--- src/rtl/ubd_pkg.sv ---
// Package for the UART baud divisor calculator: field widths, fixed-point
// constants and the request, response and sideband structs.
// No dependencies; every other file in rtl/ imports it.
package ubd_pkg;

  localparam int PCLK_W    = 27;
  localparam int BAUD_W    = 24;
  localparam int MANT_W    = 12;
  localparam int FRAC_W    = 4;
  localparam int WORD_W    = 16;

  localparam int MANTISSA_BITS_DEFAULT = 12;

  // Dividend is pclk * 25, divisor is baud * k with k = 2 or 4.
  localparam int NUM_W      = 32;
  localparam int DEN_W      = BAUD_W + 2;
  localparam int STEP_BITS  = 2;
  localparam int DIV_STAGES = NUM_W / STEP_BITS;

  // Quotient / 100 stays below 2**26 for any 32-bit quotient.
  localparam int MANT_RAW_W = 26;
  localparam int MANT_C_W   = MANT_RAW_W + 1;
  localparam int REM_W      = 7;
  localparam int VAL_W      = 11;
  localparam int FR_W       = 5;

  localparam logic [NUM_W-1:0] CLK_SCALE  = 32'd25;
  localparam logic [NUM_W-1:0] SCALE      = 32'd100;
  localparam logic [VAL_W-1:0] ROUND_HALF = 11'd50;

  // floor(x / 100) = (x * RECIP_100) >> 37 for every 32-bit x.
  localparam logic [NUM_W-1:0] RECIP_100   = 32'd1374389535;
  localparam int               RECIP_SHIFT = 37;
  // floor(v / 100) = (v * 1311) >> 17 for every v below 2048 with v % 100 <= 99.
  localparam logic [VAL_W-1:0] FRAC_RECIP  = 11'd1311;
  localparam int               FRAC_SHIFT  = 17;

  localparam logic [FR_W-1:0] N_OVER8  = 5'd8;
  localparam logic [FR_W-1:0] N_OVER16 = 5'd16;
  localparam logic [FRAC_W-1:0] FRAC_MAX_OVER8  = 4'd7;
  localparam logic [FRAC_W-1:0] FRAC_MAX_OVER16 = 4'd15;

  typedef struct packed {
    logic [PCLK_W-1:0] pclk_hz;
    logic [BAUD_W-1:0] baud_rate;
    logic              oversample_by_8;
  } ubd_req_t;

  typedef struct packed {
    logic [MANT_W-1:0] mantissa;
    logic [FRAC_W-1:0] fraction;
    logic [WORD_W-1:0] divisor_word;
    logic              saturated;
  } ubd_rsp_t;

  // Control bits that travel alongside the divider data.
  typedef struct packed {
    logic baud_zero;
    logic over8;
  } ubd_side_t;

endpackage

--- src/rtl/ubd_divider.sv ---
// Pipelined restoring divider for the baud divisor calculator.
// Produces STEP_BITS quotient bits per register stage; depends on ubd_pkg.
module ubd_divider (
  input  logic                     clk,
  input  logic                     rst,
  input  logic                     en,
  input  logic                     in_vld,
  input  logic [ubd_pkg::NUM_W-1:0] num,
  input  logic [ubd_pkg::DEN_W-1:0] den,
  input  ubd_pkg::ubd_side_t       side,
  output logic                     out_vld,
  output logic [ubd_pkg::NUM_W-1:0] quo,
  output ubd_pkg::ubd_side_t       out_side
);
  import ubd_pkg::*;

  logic [DEN_W-1:0] rem_w  [0:DIV_STAGES];
  logic [NUM_W-1:0] num_w  [0:DIV_STAGES];
  logic [DEN_W-1:0] den_w  [0:DIV_STAGES];
  ubd_side_t        side_w [0:DIV_STAGES];
  logic             vld_w  [0:DIV_STAGES];

  assign rem_w[0]  = '0;
  assign num_w[0]  = num;
  assign den_w[0]  = den;
  assign side_w[0] = side;
  assign vld_w[0]  = in_vld;

  for (genvar s = 0; s < DIV_STAGES; s++) begin : g_stage
    logic [DEN_W-1:0] rem_r;
    logic [NUM_W-1:0] num_r;
    logic [DEN_W-1:0] den_r;
    ubd_side_t        side_r;
    logic             vld_r;
    logic [DEN_W-1:0] rem_next;
    logic [NUM_W-1:0] num_next;
    logic [DEN_W:0]   trial;

    // The dividend shifts out at the top while quotient bits enter at the bottom.
    always_comb begin
      rem_next = rem_w[s];
      num_next = num_w[s];
      trial    = '0;
      for (int b = 0; b < STEP_BITS; b++) begin
        trial    = {rem_next, num_next[NUM_W-1]};
        num_next = {num_next[NUM_W-2:0], 1'b0};
        if (trial >= {1'b0, den_w[s]}) begin
          rem_next    = DEN_W'(trial - {1'b0, den_w[s]});
          num_next[0] = 1'b1;
        end else begin
          rem_next = trial[DEN_W-1:0];
        end
      end
    end

    always_ff @(posedge clk) begin
      if (rst) begin
        vld_r <= 1'b0;
      end else if (en) begin
        vld_r <= vld_w[s];
      end
    end

    always_ff @(posedge clk) begin
      if (en) begin
        rem_r  <= rem_next;
        num_r  <= num_next;
        den_r  <= den_w[s];
        side_r <= side_w[s];
      end
    end

    assign rem_w[s+1]  = rem_r;
    assign num_w[s+1]  = num_r;
    assign den_w[s+1]  = den_r;
    assign side_w[s+1] = side_r;
    assign vld_w[s+1]  = vld_r;
  end

  assign out_vld  = vld_w[DIV_STAGES];
  assign quo      = num_w[DIV_STAGES];
  assign out_side = side_w[DIV_STAGES];

endmodule

--- src/rtl/uart_baud_divisor_calc.sv ---
// Top level of the UART fractional baud divisor calculator.
// Depends on ubd_pkg and ubd_divider.
//
// Usage: a request (clock in Hz, baud rate, oversampling mode) is offered on
// req with req_valid/req_ready; a transfer happens when both are high. The
// divisor appears on rsp with rsp_valid/rsp_ready, one response per request,
// in request order.
// Pipeline: 21 register stages from the request transfer to the response:
// one input stage, 16 divider stages (two quotient bits each) and four stages
// for the divide by 100, the fraction rounding and the carry and clamp.
// Throughput: one request per cycle while no response is stalled; the 16-stage
// restoring divider sets the depth of the pipe.
// A zero baud rate gives a saturated result.
// Reset clears every valid bit, so the pipe starts empty with rsp_valid low.
// While the receiver stalls a waiting response, the whole pipe holds and
// req_ready is low; nothing is dropped or repeated.
module uart_baud_divisor_calc #(
  parameter int MANTISSA_BITS = ubd_pkg::MANTISSA_BITS_DEFAULT
) (
  input  logic              clk,
  input  logic              rst,
  input  logic              req_valid,
  output logic              req_ready,
  input  ubd_pkg::ubd_req_t req,
  output logic              rsp_valid,
  input  logic              rsp_ready,
  output ubd_pkg::ubd_rsp_t rsp
);
  import ubd_pkg::*;

  localparam logic [MANT_C_W-1:0] MantMax =
    MANT_C_W'((64'd1 << MANTISSA_BITS) - 64'd1);

  logic en;
  assign en        = !rsp_valid || rsp_ready;
  assign req_ready = en;

  // Input stage: scaled clock and divisor.
  logic             p_vld;
  logic [NUM_W-1:0] p_num;
  logic [DEN_W-1:0] p_den;
  ubd_side_t        p_side;

  always_ff @(posedge clk) begin
    if (rst) begin
      p_vld <= 1'b0;
    end else if (en) begin
      p_vld <= req_valid;
    end
  end

  always_ff @(posedge clk) begin
    if (en) begin
      p_num <= NUM_W'(req.pclk_hz) * CLK_SCALE;
      p_den <= req.oversample_by_8 ? {1'b0, req.baud_rate, 1'b0} : {req.baud_rate, 2'b00};
      p_side.baud_zero <= (req.baud_rate == '0);
      p_side.over8     <= req.oversample_by_8;
    end
  end

  logic             d_vld;
  logic [NUM_W-1:0] d_quo;
  ubd_side_t        d_side;

  ubd_divider u_div (
    .clk      (clk),
    .rst      (rst),
    .en       (en),
    .in_vld   (p_vld),
    .num      (p_num),
    .den      (p_den),
    .side     (p_side),
    .out_vld  (d_vld),
    .quo      (d_quo),
    .out_side (d_side)
  );

  // Stage M: integer part by reciprocal multiplication.
  logic [2*NUM_W-1:0]    m_prod;
  logic                  m_vld;
  logic [NUM_W-1:0]      m_quo;
  logic [MANT_RAW_W-1:0] m_mant;
  ubd_side_t             m_side;

  assign m_prod = {{NUM_W{1'b0}}, d_quo} * {{NUM_W{1'b0}}, RECIP_100};

  always_ff @(posedge clk) begin
    if (rst) begin
      m_vld <= 1'b0;
    end else if (en) begin
      m_vld <= d_vld;
    end
  end

  always_ff @(posedge clk) begin
    if (en) begin
      m_quo  <= d_quo;
      m_mant <= m_prod[RECIP_SHIFT +: MANT_RAW_W];
      m_side <= d_side;
    end
  end

  // Stage V: remainder of the divide by 100, scaled by N and biased for rounding.
  logic [NUM_W-1:0]      v_back;
  logic [REM_W-1:0]      v_rem;
  logic                  v_vld;
  logic [VAL_W-1:0]      v_val;
  logic [MANT_RAW_W-1:0] v_mant;
  ubd_side_t             v_side;

  assign v_back = NUM_W'(m_mant) * SCALE;
  assign v_rem  = REM_W'(m_quo - v_back);

  always_ff @(posedge clk) begin
    if (rst) begin
      v_vld <= 1'b0;
    end else if (en) begin
      v_vld <= m_vld;
    end
  end

  always_ff @(posedge clk) begin
    if (en) begin
      v_val  <= (m_side.over8 ? {1'b0, v_rem, 3'b000} : {v_rem, 4'b0000}) + ROUND_HALF;
      v_mant <= m_mant;
      v_side <= m_side;
    end
  end

  // Stage F: rounded fraction, which may still equal N.
  logic [2*VAL_W-1:0]    f_prod;
  logic                  f_vld;
  logic [FR_W-1:0]       f_frac;
  logic [MANT_RAW_W-1:0] f_mant;
  ubd_side_t             f_side;

  assign f_prod = (2*VAL_W)'(v_val) * (2*VAL_W)'(FRAC_RECIP);

  always_ff @(posedge clk) begin
    if (rst) begin
      f_vld <= 1'b0;
    end else if (en) begin
      f_vld <= v_vld;
    end
  end

  always_ff @(posedge clk) begin
    if (en) begin
      f_frac <= f_prod[FRAC_SHIFT +: FR_W];
      f_mant <= v_mant;
      f_side <= v_side;
    end
  end

  // Output stage: carry a fraction of N into the mantissa, then clamp.
  logic [FR_W-1:0]     o_n;
  logic [FR_W-1:0]     o_frac;
  logic [MANT_C_W-1:0] o_mant;
  logic                o_sat;
  logic [FRAC_W-1:0]   o_frac_sel;
  logic [MANT_C_W-1:0] o_mant_sel;
  ubd_rsp_t            rsp_next;

  always_comb begin
    o_n = f_side.over8 ? N_OVER8 : N_OVER16;
    if (f_frac >= o_n) begin
      o_frac = f_frac - o_n;
      o_mant = {1'b0, f_mant} + MANT_C_W'(1);
    end else begin
      o_frac = f_frac;
      o_mant = {1'b0, f_mant};
    end
    o_sat = f_side.baud_zero || (o_mant > MantMax);
    if (o_sat) begin
      o_mant_sel = MantMax;
      o_frac_sel = f_side.over8 ? FRAC_MAX_OVER8 : FRAC_MAX_OVER16;
    end else begin
      o_mant_sel = o_mant;
      o_frac_sel = o_frac[FRAC_W-1:0];
    end
    rsp_next.mantissa     = o_mant_sel[MANT_W-1:0];
    rsp_next.fraction     = o_frac_sel;
    rsp_next.divisor_word = {o_mant_sel[MANT_W-1:0], o_frac_sel};
    rsp_next.saturated    = o_sat;
  end

  always_ff @(posedge clk) begin
    if (rst) begin
      rsp_valid <= 1'b0;
    end else if (en) begin
      rsp_valid <= f_vld;
    end
  end

  always_ff @(posedge clk) begin
    if (en) begin
      rsp <= rsp_next;
    end
  end

  // The reciprocal divide by 100 must leave a remainder below 100.
  a_rem_range: assert property (@(posedge clk) disable iff (rst)
    v_vld |-> v_val <= 11'd1634)
    else $error("scaled remainder out of range");

  // Rounding can reach N but never exceed it.
  a_frac_range: assert property (@(posedge clk) disable iff (rst)
    f_vld |-> f_frac <= N_OVER16)
    else $error("rounded fraction above N");

  // A zero baud rate reaching the last stage must come out saturated.
  a_zero_baud: assert property (@(posedge clk) disable iff (rst)
    en && f_vld && f_side.baud_zero |=> rsp_valid && rsp.saturated)
    else $error("zero baud rate not saturated");

  // A clamped result carries the largest fraction of its mode.
  a_sat_frac: assert property (@(posedge clk) disable iff (rst)
    rsp_valid && rsp.saturated |->
      rsp.fraction == FRAC_MAX_OVER8 || rsp.fraction == FRAC_MAX_OVER16)
    else $error("saturated result with wrong fraction");

endmodule

--- config.mk ---
export PLATFORM = sky130hd
export DESIGN_NAME = uart_baud_divisor_calc
export DESIGN_NICKNAME = d
export VERILOG_FILES = /design/src/rtl/ubd_pkg.sv /design/src/rtl/ubd_divider.sv /design/src/rtl/uart_baud_divisor_calc.sv
export SDC_FILE = /design/constraint.sdc
export NUM_CORES = 2
export LEC_CHECK = 0
export BUFFER_PORTS_ARGS = -buffer_cell sky130_fd_sc_hd__buf_2
export CAP_MARGIN = 20
export CORE_ASPECT_RATIO = 1.4
export CORE_MARGIN = 3
export CORE_UTILIZATION = 26
export DETAILED_ROUTE_END_ITERATION = 8
export SYNTH_ARGS = -nofsm -noshare
export SYNTH_HDL_FRONTEND = slang
export SYNTH_SLANG_ARGS = --single-unit
--- constraint.sdc ---
create_clock -name clk -period 52.2 [get_ports clk]
set_input_delay 2.61 -clock clk [delete_from_list [all_inputs] [get_ports clk]]
set_output_delay 2.61 -clock clk [all_outputs]
set_load 0.1 [all_outputs]
* Yosys cells after proc, flatten, opt, wreduce, memory -nomap -nowiden
Index checks and enable logic that the tools add are counted.
Word-level totals: register bits 1545, bits of input ports 56
Operators by class: add/sub/neg operators 35, $mul 4, mux-type cells 71, reductions and logical operators 4, magnitude comparators 34
Operators with widths (number):
- $ge A27 B26 Y1 | 31
- $mux W26 | 31
- $sub A26 B26 Y26 | 30
- $mul A32 B31 Y63 const B | 1
- $mul A27 B5 Y32 const B | 1
- $mux W1 | 32
- $add A26 B1 Y27 const B | 1
- $gt A27 B12 Y1 const B | 1
- $mux W27 | 1
- $ge A1 B26 Y1 | 1
- $mul A26 B5 Y5 const B | 1
- $sub A1 B26 Y26 | 1
- $mux W25 | 1
- $logic_not A24 Y1 | 1
- $mul A11 B11 Y22 const B | 1
- $mux W12 | 1
- $mux W4 | 3
- $add A11 B6 Y11 const B | 1
- $mux W11 | 1
- $sub A7 B7 Y7 | 1
- $ge A5 B5 Y1 | 1
- $mux W5 | 1
- $sub A4 B4 Y4 | 1
- $logic_or A1 B1 Y1 | 2
- $logic_not A1 Y1 | 1

* Depth between registers and ports, before layout
depth in word-level cells 6, depth in mapped cells 28, mapped depth without buffers 26

* Cells and area by module
Synthesis repeated with hierarchy kept, for this count alone.
Unflattened totals: cells, all modules 10653, area, all modules 116246.5 um^2
By module, submodules not included:
- ubd_divider | area an instance 87924.3 um^2, cells each 8039, instances 1
- uart_baud_divisor_calc | area an instance 28322.2 um^2, cells each 2614, instances 1

* Least setup slack after synthesis
Ideal clock, no wire load.
path kind input -> output, start point in rsp_ready, end point out req_ready, buffers on the path 1, setup slack 5.747 ns, cell stages on the path 3, arrival 43.843 ns, path through nor2b_1 -> inv_1 -> clkbuf_1
Between the ends: word-level cells in the longest chain between the ends 1
Ends and longest elaborated chain:
- start: declaration | line uart_baud_divisor_calc.sv:26 | input logic rsp_ready,
- $logic_or A1 B1 Y1 | line uart_baud_divisor_calc.sv:35 | assign en = !rsp_valid || rsp_ready;
- end: declaration | line uart_baud_divisor_calc.sv:23 | output logic req_ready,
Every way passes these cells.

* Worst setup path in the final report
start point reg u_div.g_stage[15].num_r[1] (netlist: u_div.quo[1]), end point reg m_mant[25], data pin
Between the ends: word-level cells in the longest chain between the ends 1
Ends and longest elaborated chain:
- start: declaration | line ubd_divider.sv:31 | logic [NUM_W-1:0] num_r;
- start signal: assignment | line ubd_divider.sv:67 | num_r <= num_next;
- $mul A32 B31 Y63 | line uart_baud_divisor_calc.sv:85 | assign m_prod = {{NUM_W{1'b0}}, d_quo} * {{NUM_W{1'b0}}, RECIP_100};
- net m_prod[62] | line uart_baud_divisor_calc.sv:79 | logic [2*NUM_W-1:0] m_prod;
- end signal: assignment | line uart_baud_divisor_calc.sv:98 | m_mant <= m_prod[RECIP_SHIFT +: MANT_RAW_W];
- end: declaration | line uart_baud_divisor_calc.sv:82 | logic [MANT_RAW_W-1:0] m_mant;
The timed path passes the listed nets, and every way through them passes these cells. A chain may end at the register's enable or synchronous reset.

==> impl_metrics.csv <==
group,metric,value,unit
run_status,outcome,"finished clean",
worst_hold_path,hp-start,"u_div.g_stage[14].num_r[15]",
routing,vias,76440,
place,gp_congestion,0.9415,
clock_network,cts_resized,0,
clock_network,htree_levels,4,
synthesis,synth_enable_flop_cells,1489,
synthesis,yosys_warnings,0,
synthesis,async_reset_ff_share,0,%
global_routing,overflow,0,
global_routing,grt_first_pass_wirelength,423300,um
routing,routedWlPerCell,16.29,um
timing,finalCritPeriodShare,16.35,%
worst_hold_path,hold_path.class,"flop to flop",
finish,drive_gt1_share,8.898,%
critical_path,cp-end-kind,"flop",
clock_network,clock-sinks,1510,
synthesis,syn_area,113800,um^2
synthesis,synth_seq_area_share,39.66,%
synthesis,synth_top_area_share,39.29,%
place,io_buffers,90,
clock_network,hold_buffers,0,
clock_network,cts_tree,"yes",
finish,multi_input_area,62600,um^2
global_routing,grt_pass1_vias,79300,
timing,slew_headroom,14.20,%
synthesis,synth_mux_area_share,4.837,%
floorplan,initial_core_util,26.18,%
timing,setup_tns,0,ps
global_routing,grtUsageTotal,11.81,%
critical_path,crit_fanout,11,
timing,setup_viol,0,
clock_network,clockBufferDepth,4,
clock_network,cts.reportedPaths.clkPinSlew,60,ps
finish,nFillCells,44810,
routing,routed_via_density,4.615,
clock_network,postCtsSetupRepairBufs,0,
critical_path,crit_arrival,9070,ps
finish,nets,12520,
timing,fin_skew,80.47,ps
floorplan,fp.dieArea,445800,um^2
timing,finalCriticalPeriod,8535,ps
clock_network,clk_latency,870,ps
flow_run,maxCapViolations,0,
clock_network,cts-root-buf,"clkbuf_16",
global_routing,grt_max_degree,191,
finish,area_growth,11.64,%
synthesis,synth_cells,10480,
synthesis,syn_nets,12340,
floorplan,ios,91,
finish,regArea,45130,um^2
floorplan,coreArea,434800,um^2
timing,finalHoldViolCount,0,
timing,rsz0062_at_grt,"false",
synthesis,synthSimpleGateAreaFrac,8.789,%
clock_network,cts_made_buffers,178,
synthesis,synthFlopType,"edfxtp_1",
synthesis,synth_area_leaders,"edfxtp_1 39%, ha_1 15%, fa_1 8.2%",
synthesis,yosys_register_bits,1510,
place,dp_hpwl,219600,um
synthesis,synth_xor_xnor_area_share,5.225,%
critical_path,cp.required,52740,ps
critical_path,start_kind,"flop",
floorplan,die_width,565.2,um
critical_path,worstSetupPathType,"flop to flop",
critical_path,r2r-start,"u_div.quo[1]",
critical_path,startpoint,"u_div.quo[1]",
routing,drc,0,
routing,dr.first_iter.drc_count,3462,
synthesis,synth.distinct_cells,99,
synthesis,yosys.area_share.adder,22.90,%
global_routing,antenna_found_initial,23,
routing,finalWirelength,269900,um
synthesis,synth_top_family_by_area,"adder cells",
floorplan,row_count,286,
synthesis,synth.largest_area_cell,"edfxtp_1",
routing,drtPass1Iterations,7,
timing,max_freq,0.1172,GHz
synthesis,synth_compound_area_share,13.19,%
floorplan,chipHeight,788.8,um
timing,slew_viol_final,0,
routing,final_antenna_net_count,0,
synthesis,avgSynthCellArea,10.86,um^2
timing,worst_slew_pin_slew,1270,ps
-- placed cells by master, fill, tap and decap left out, types with 129 or more instances in the layout --
| cell type | n |
|---|---|
| inv_1 | 1432 |
| mux2_2 | 437 |
| nand3_1 | 139 |
| o21ai_0 | 444 |
| nand4_1 | 132 |
| ha_1 | 1334 |
| xnor2_1 | 463 |
| o21a_1 | 129 |
| clkbuf_16 | 179 |
| fa_1 | 468 |
| a21o_1 | 339 |
| edfxtp_1 | 1489 |
| xor2_1 | 216 |
| nor3_1 | 171 |
| nor2_1 | 534 |
| nand2_1 | 531 |
| a21oi_1 | 733 |
-- routing by layer --
metal / up-vias / share of wire, % / track usage, %
met5: - / 0.012 / 0
met3: 680 / 2.7 / 1.323
met1: 36540 / 36 / 11.67
met4: 6 / 6.3 / 6.520
met2: 1199 / 55 / 23.46
li1: 38010 / - / -
-- critical path, cell delays in order (launching register included) --
cell,delay [ps]
edfxtp_1,750
inv_1,140
fa_1,570
inv_1,50
ha_1,230
fa_1,420
inv_1,90
fa_1,400
inv_1,80
fa_1,440
fa_1,530
fa_1,560
inv_1,60
fa_1,530
inv_1,50
ha_1,360
a21oi_1,180
o21ai_0,200
a2111oi_0,820
o21ai_0,380
a41oi_1,420
o31ai_1,130
buf_4,170
a31o_2,220
o41ai_1,330
xnor2_1,110
-- path summary, 6_finish.rpt --
check / depth (start not counted) / slack, ps / to
min reg2reg: 0 / 350 / u_div.quo[17]
max reg2reg: 25 / 43670 / m_mant[25]
max: 25 / 43670 / m_mant[25]
min: 0 / 350 / u_div.quo[17]
-- flip-flops by register name (all words and copies together), names as in the netlist, 25 cells and up --
name,flops
u_div.g_stage.num_r,480
u_div.g_stage.rem_r,390
u_div.g_stage.den_r,375
p_num,32
u_div.quo,32
u_div.g_stage.side_r,30
f_mant,26
m_mant,26
v_mant,26
p_den,25
-- metrics by stage --
step / setup WS [ps] / cell area, um^2 / utilization [%] / hold WS (ps) / std cells
after floorplan: 5747 / 113800 / - / 400.3 / 10480
final: 43670 / 127100 / 29.22 / 349.0 / 16560
after global placement: 43520 / 121300 / 27.91 / 400.4 / 16230
after global routing: 43060 / 127100 / 29.22 / 337.3 / 16560
after CTS: 43570 / 127000 / 29.21 / 320.4 / 16560
after detailed placement: 43650 / 121400 / 27.91 / 404.5 / 16240
-- area by class of cell --
cell class	instances	share of cell area, %
Tap cell	5760	5.672
Antenna cell	2	0.003939
Sequential cell	1510	35.52
Clock buffer	215	3.632
Timing Repair Buffer	164	0.8301
Inverter	1438	4.254
Multi-Input combinational cell	7365	49.27
Clock inverter	108	0.8173
-- cell usage after synthesis, types with 129 or more instances --
| cell type | number |
|---|---|
| fa_1 | 468 |
| nand3_1 | 139 |
| nand2_1 | 531 |
| o21ai_0 | 445 |
| mux2_2 | 437 |
| nand4_1 | 132 |
| xnor2_1 | 463 |
| a21o_1 | 339 |
| o21a_1 | 129 |
| inv_1 | 1433 |
| edfxtp_1 | 1489 |
| nor3_1 | 171 |
| nor2_1 | 534 |
| xor2_1 | 216 |
| a21oi_1 | 734 |
| ha_1 | 1334 |
-- logic make-up after synthesis --
kind of cell / after synthesis
multiplexers: 494
AND/OR/NAND/NOR: 2054
adder cells (fa/ha/maj): 1802
AO/OA/AOI/OAI: 2336
flip-flops: 1510
XOR/XNOR: 679
buffers and inverters: 1604
Power is not shown: default switching activity piles up to over one toggle a cycle in this logic, so the estimate is an artifact.
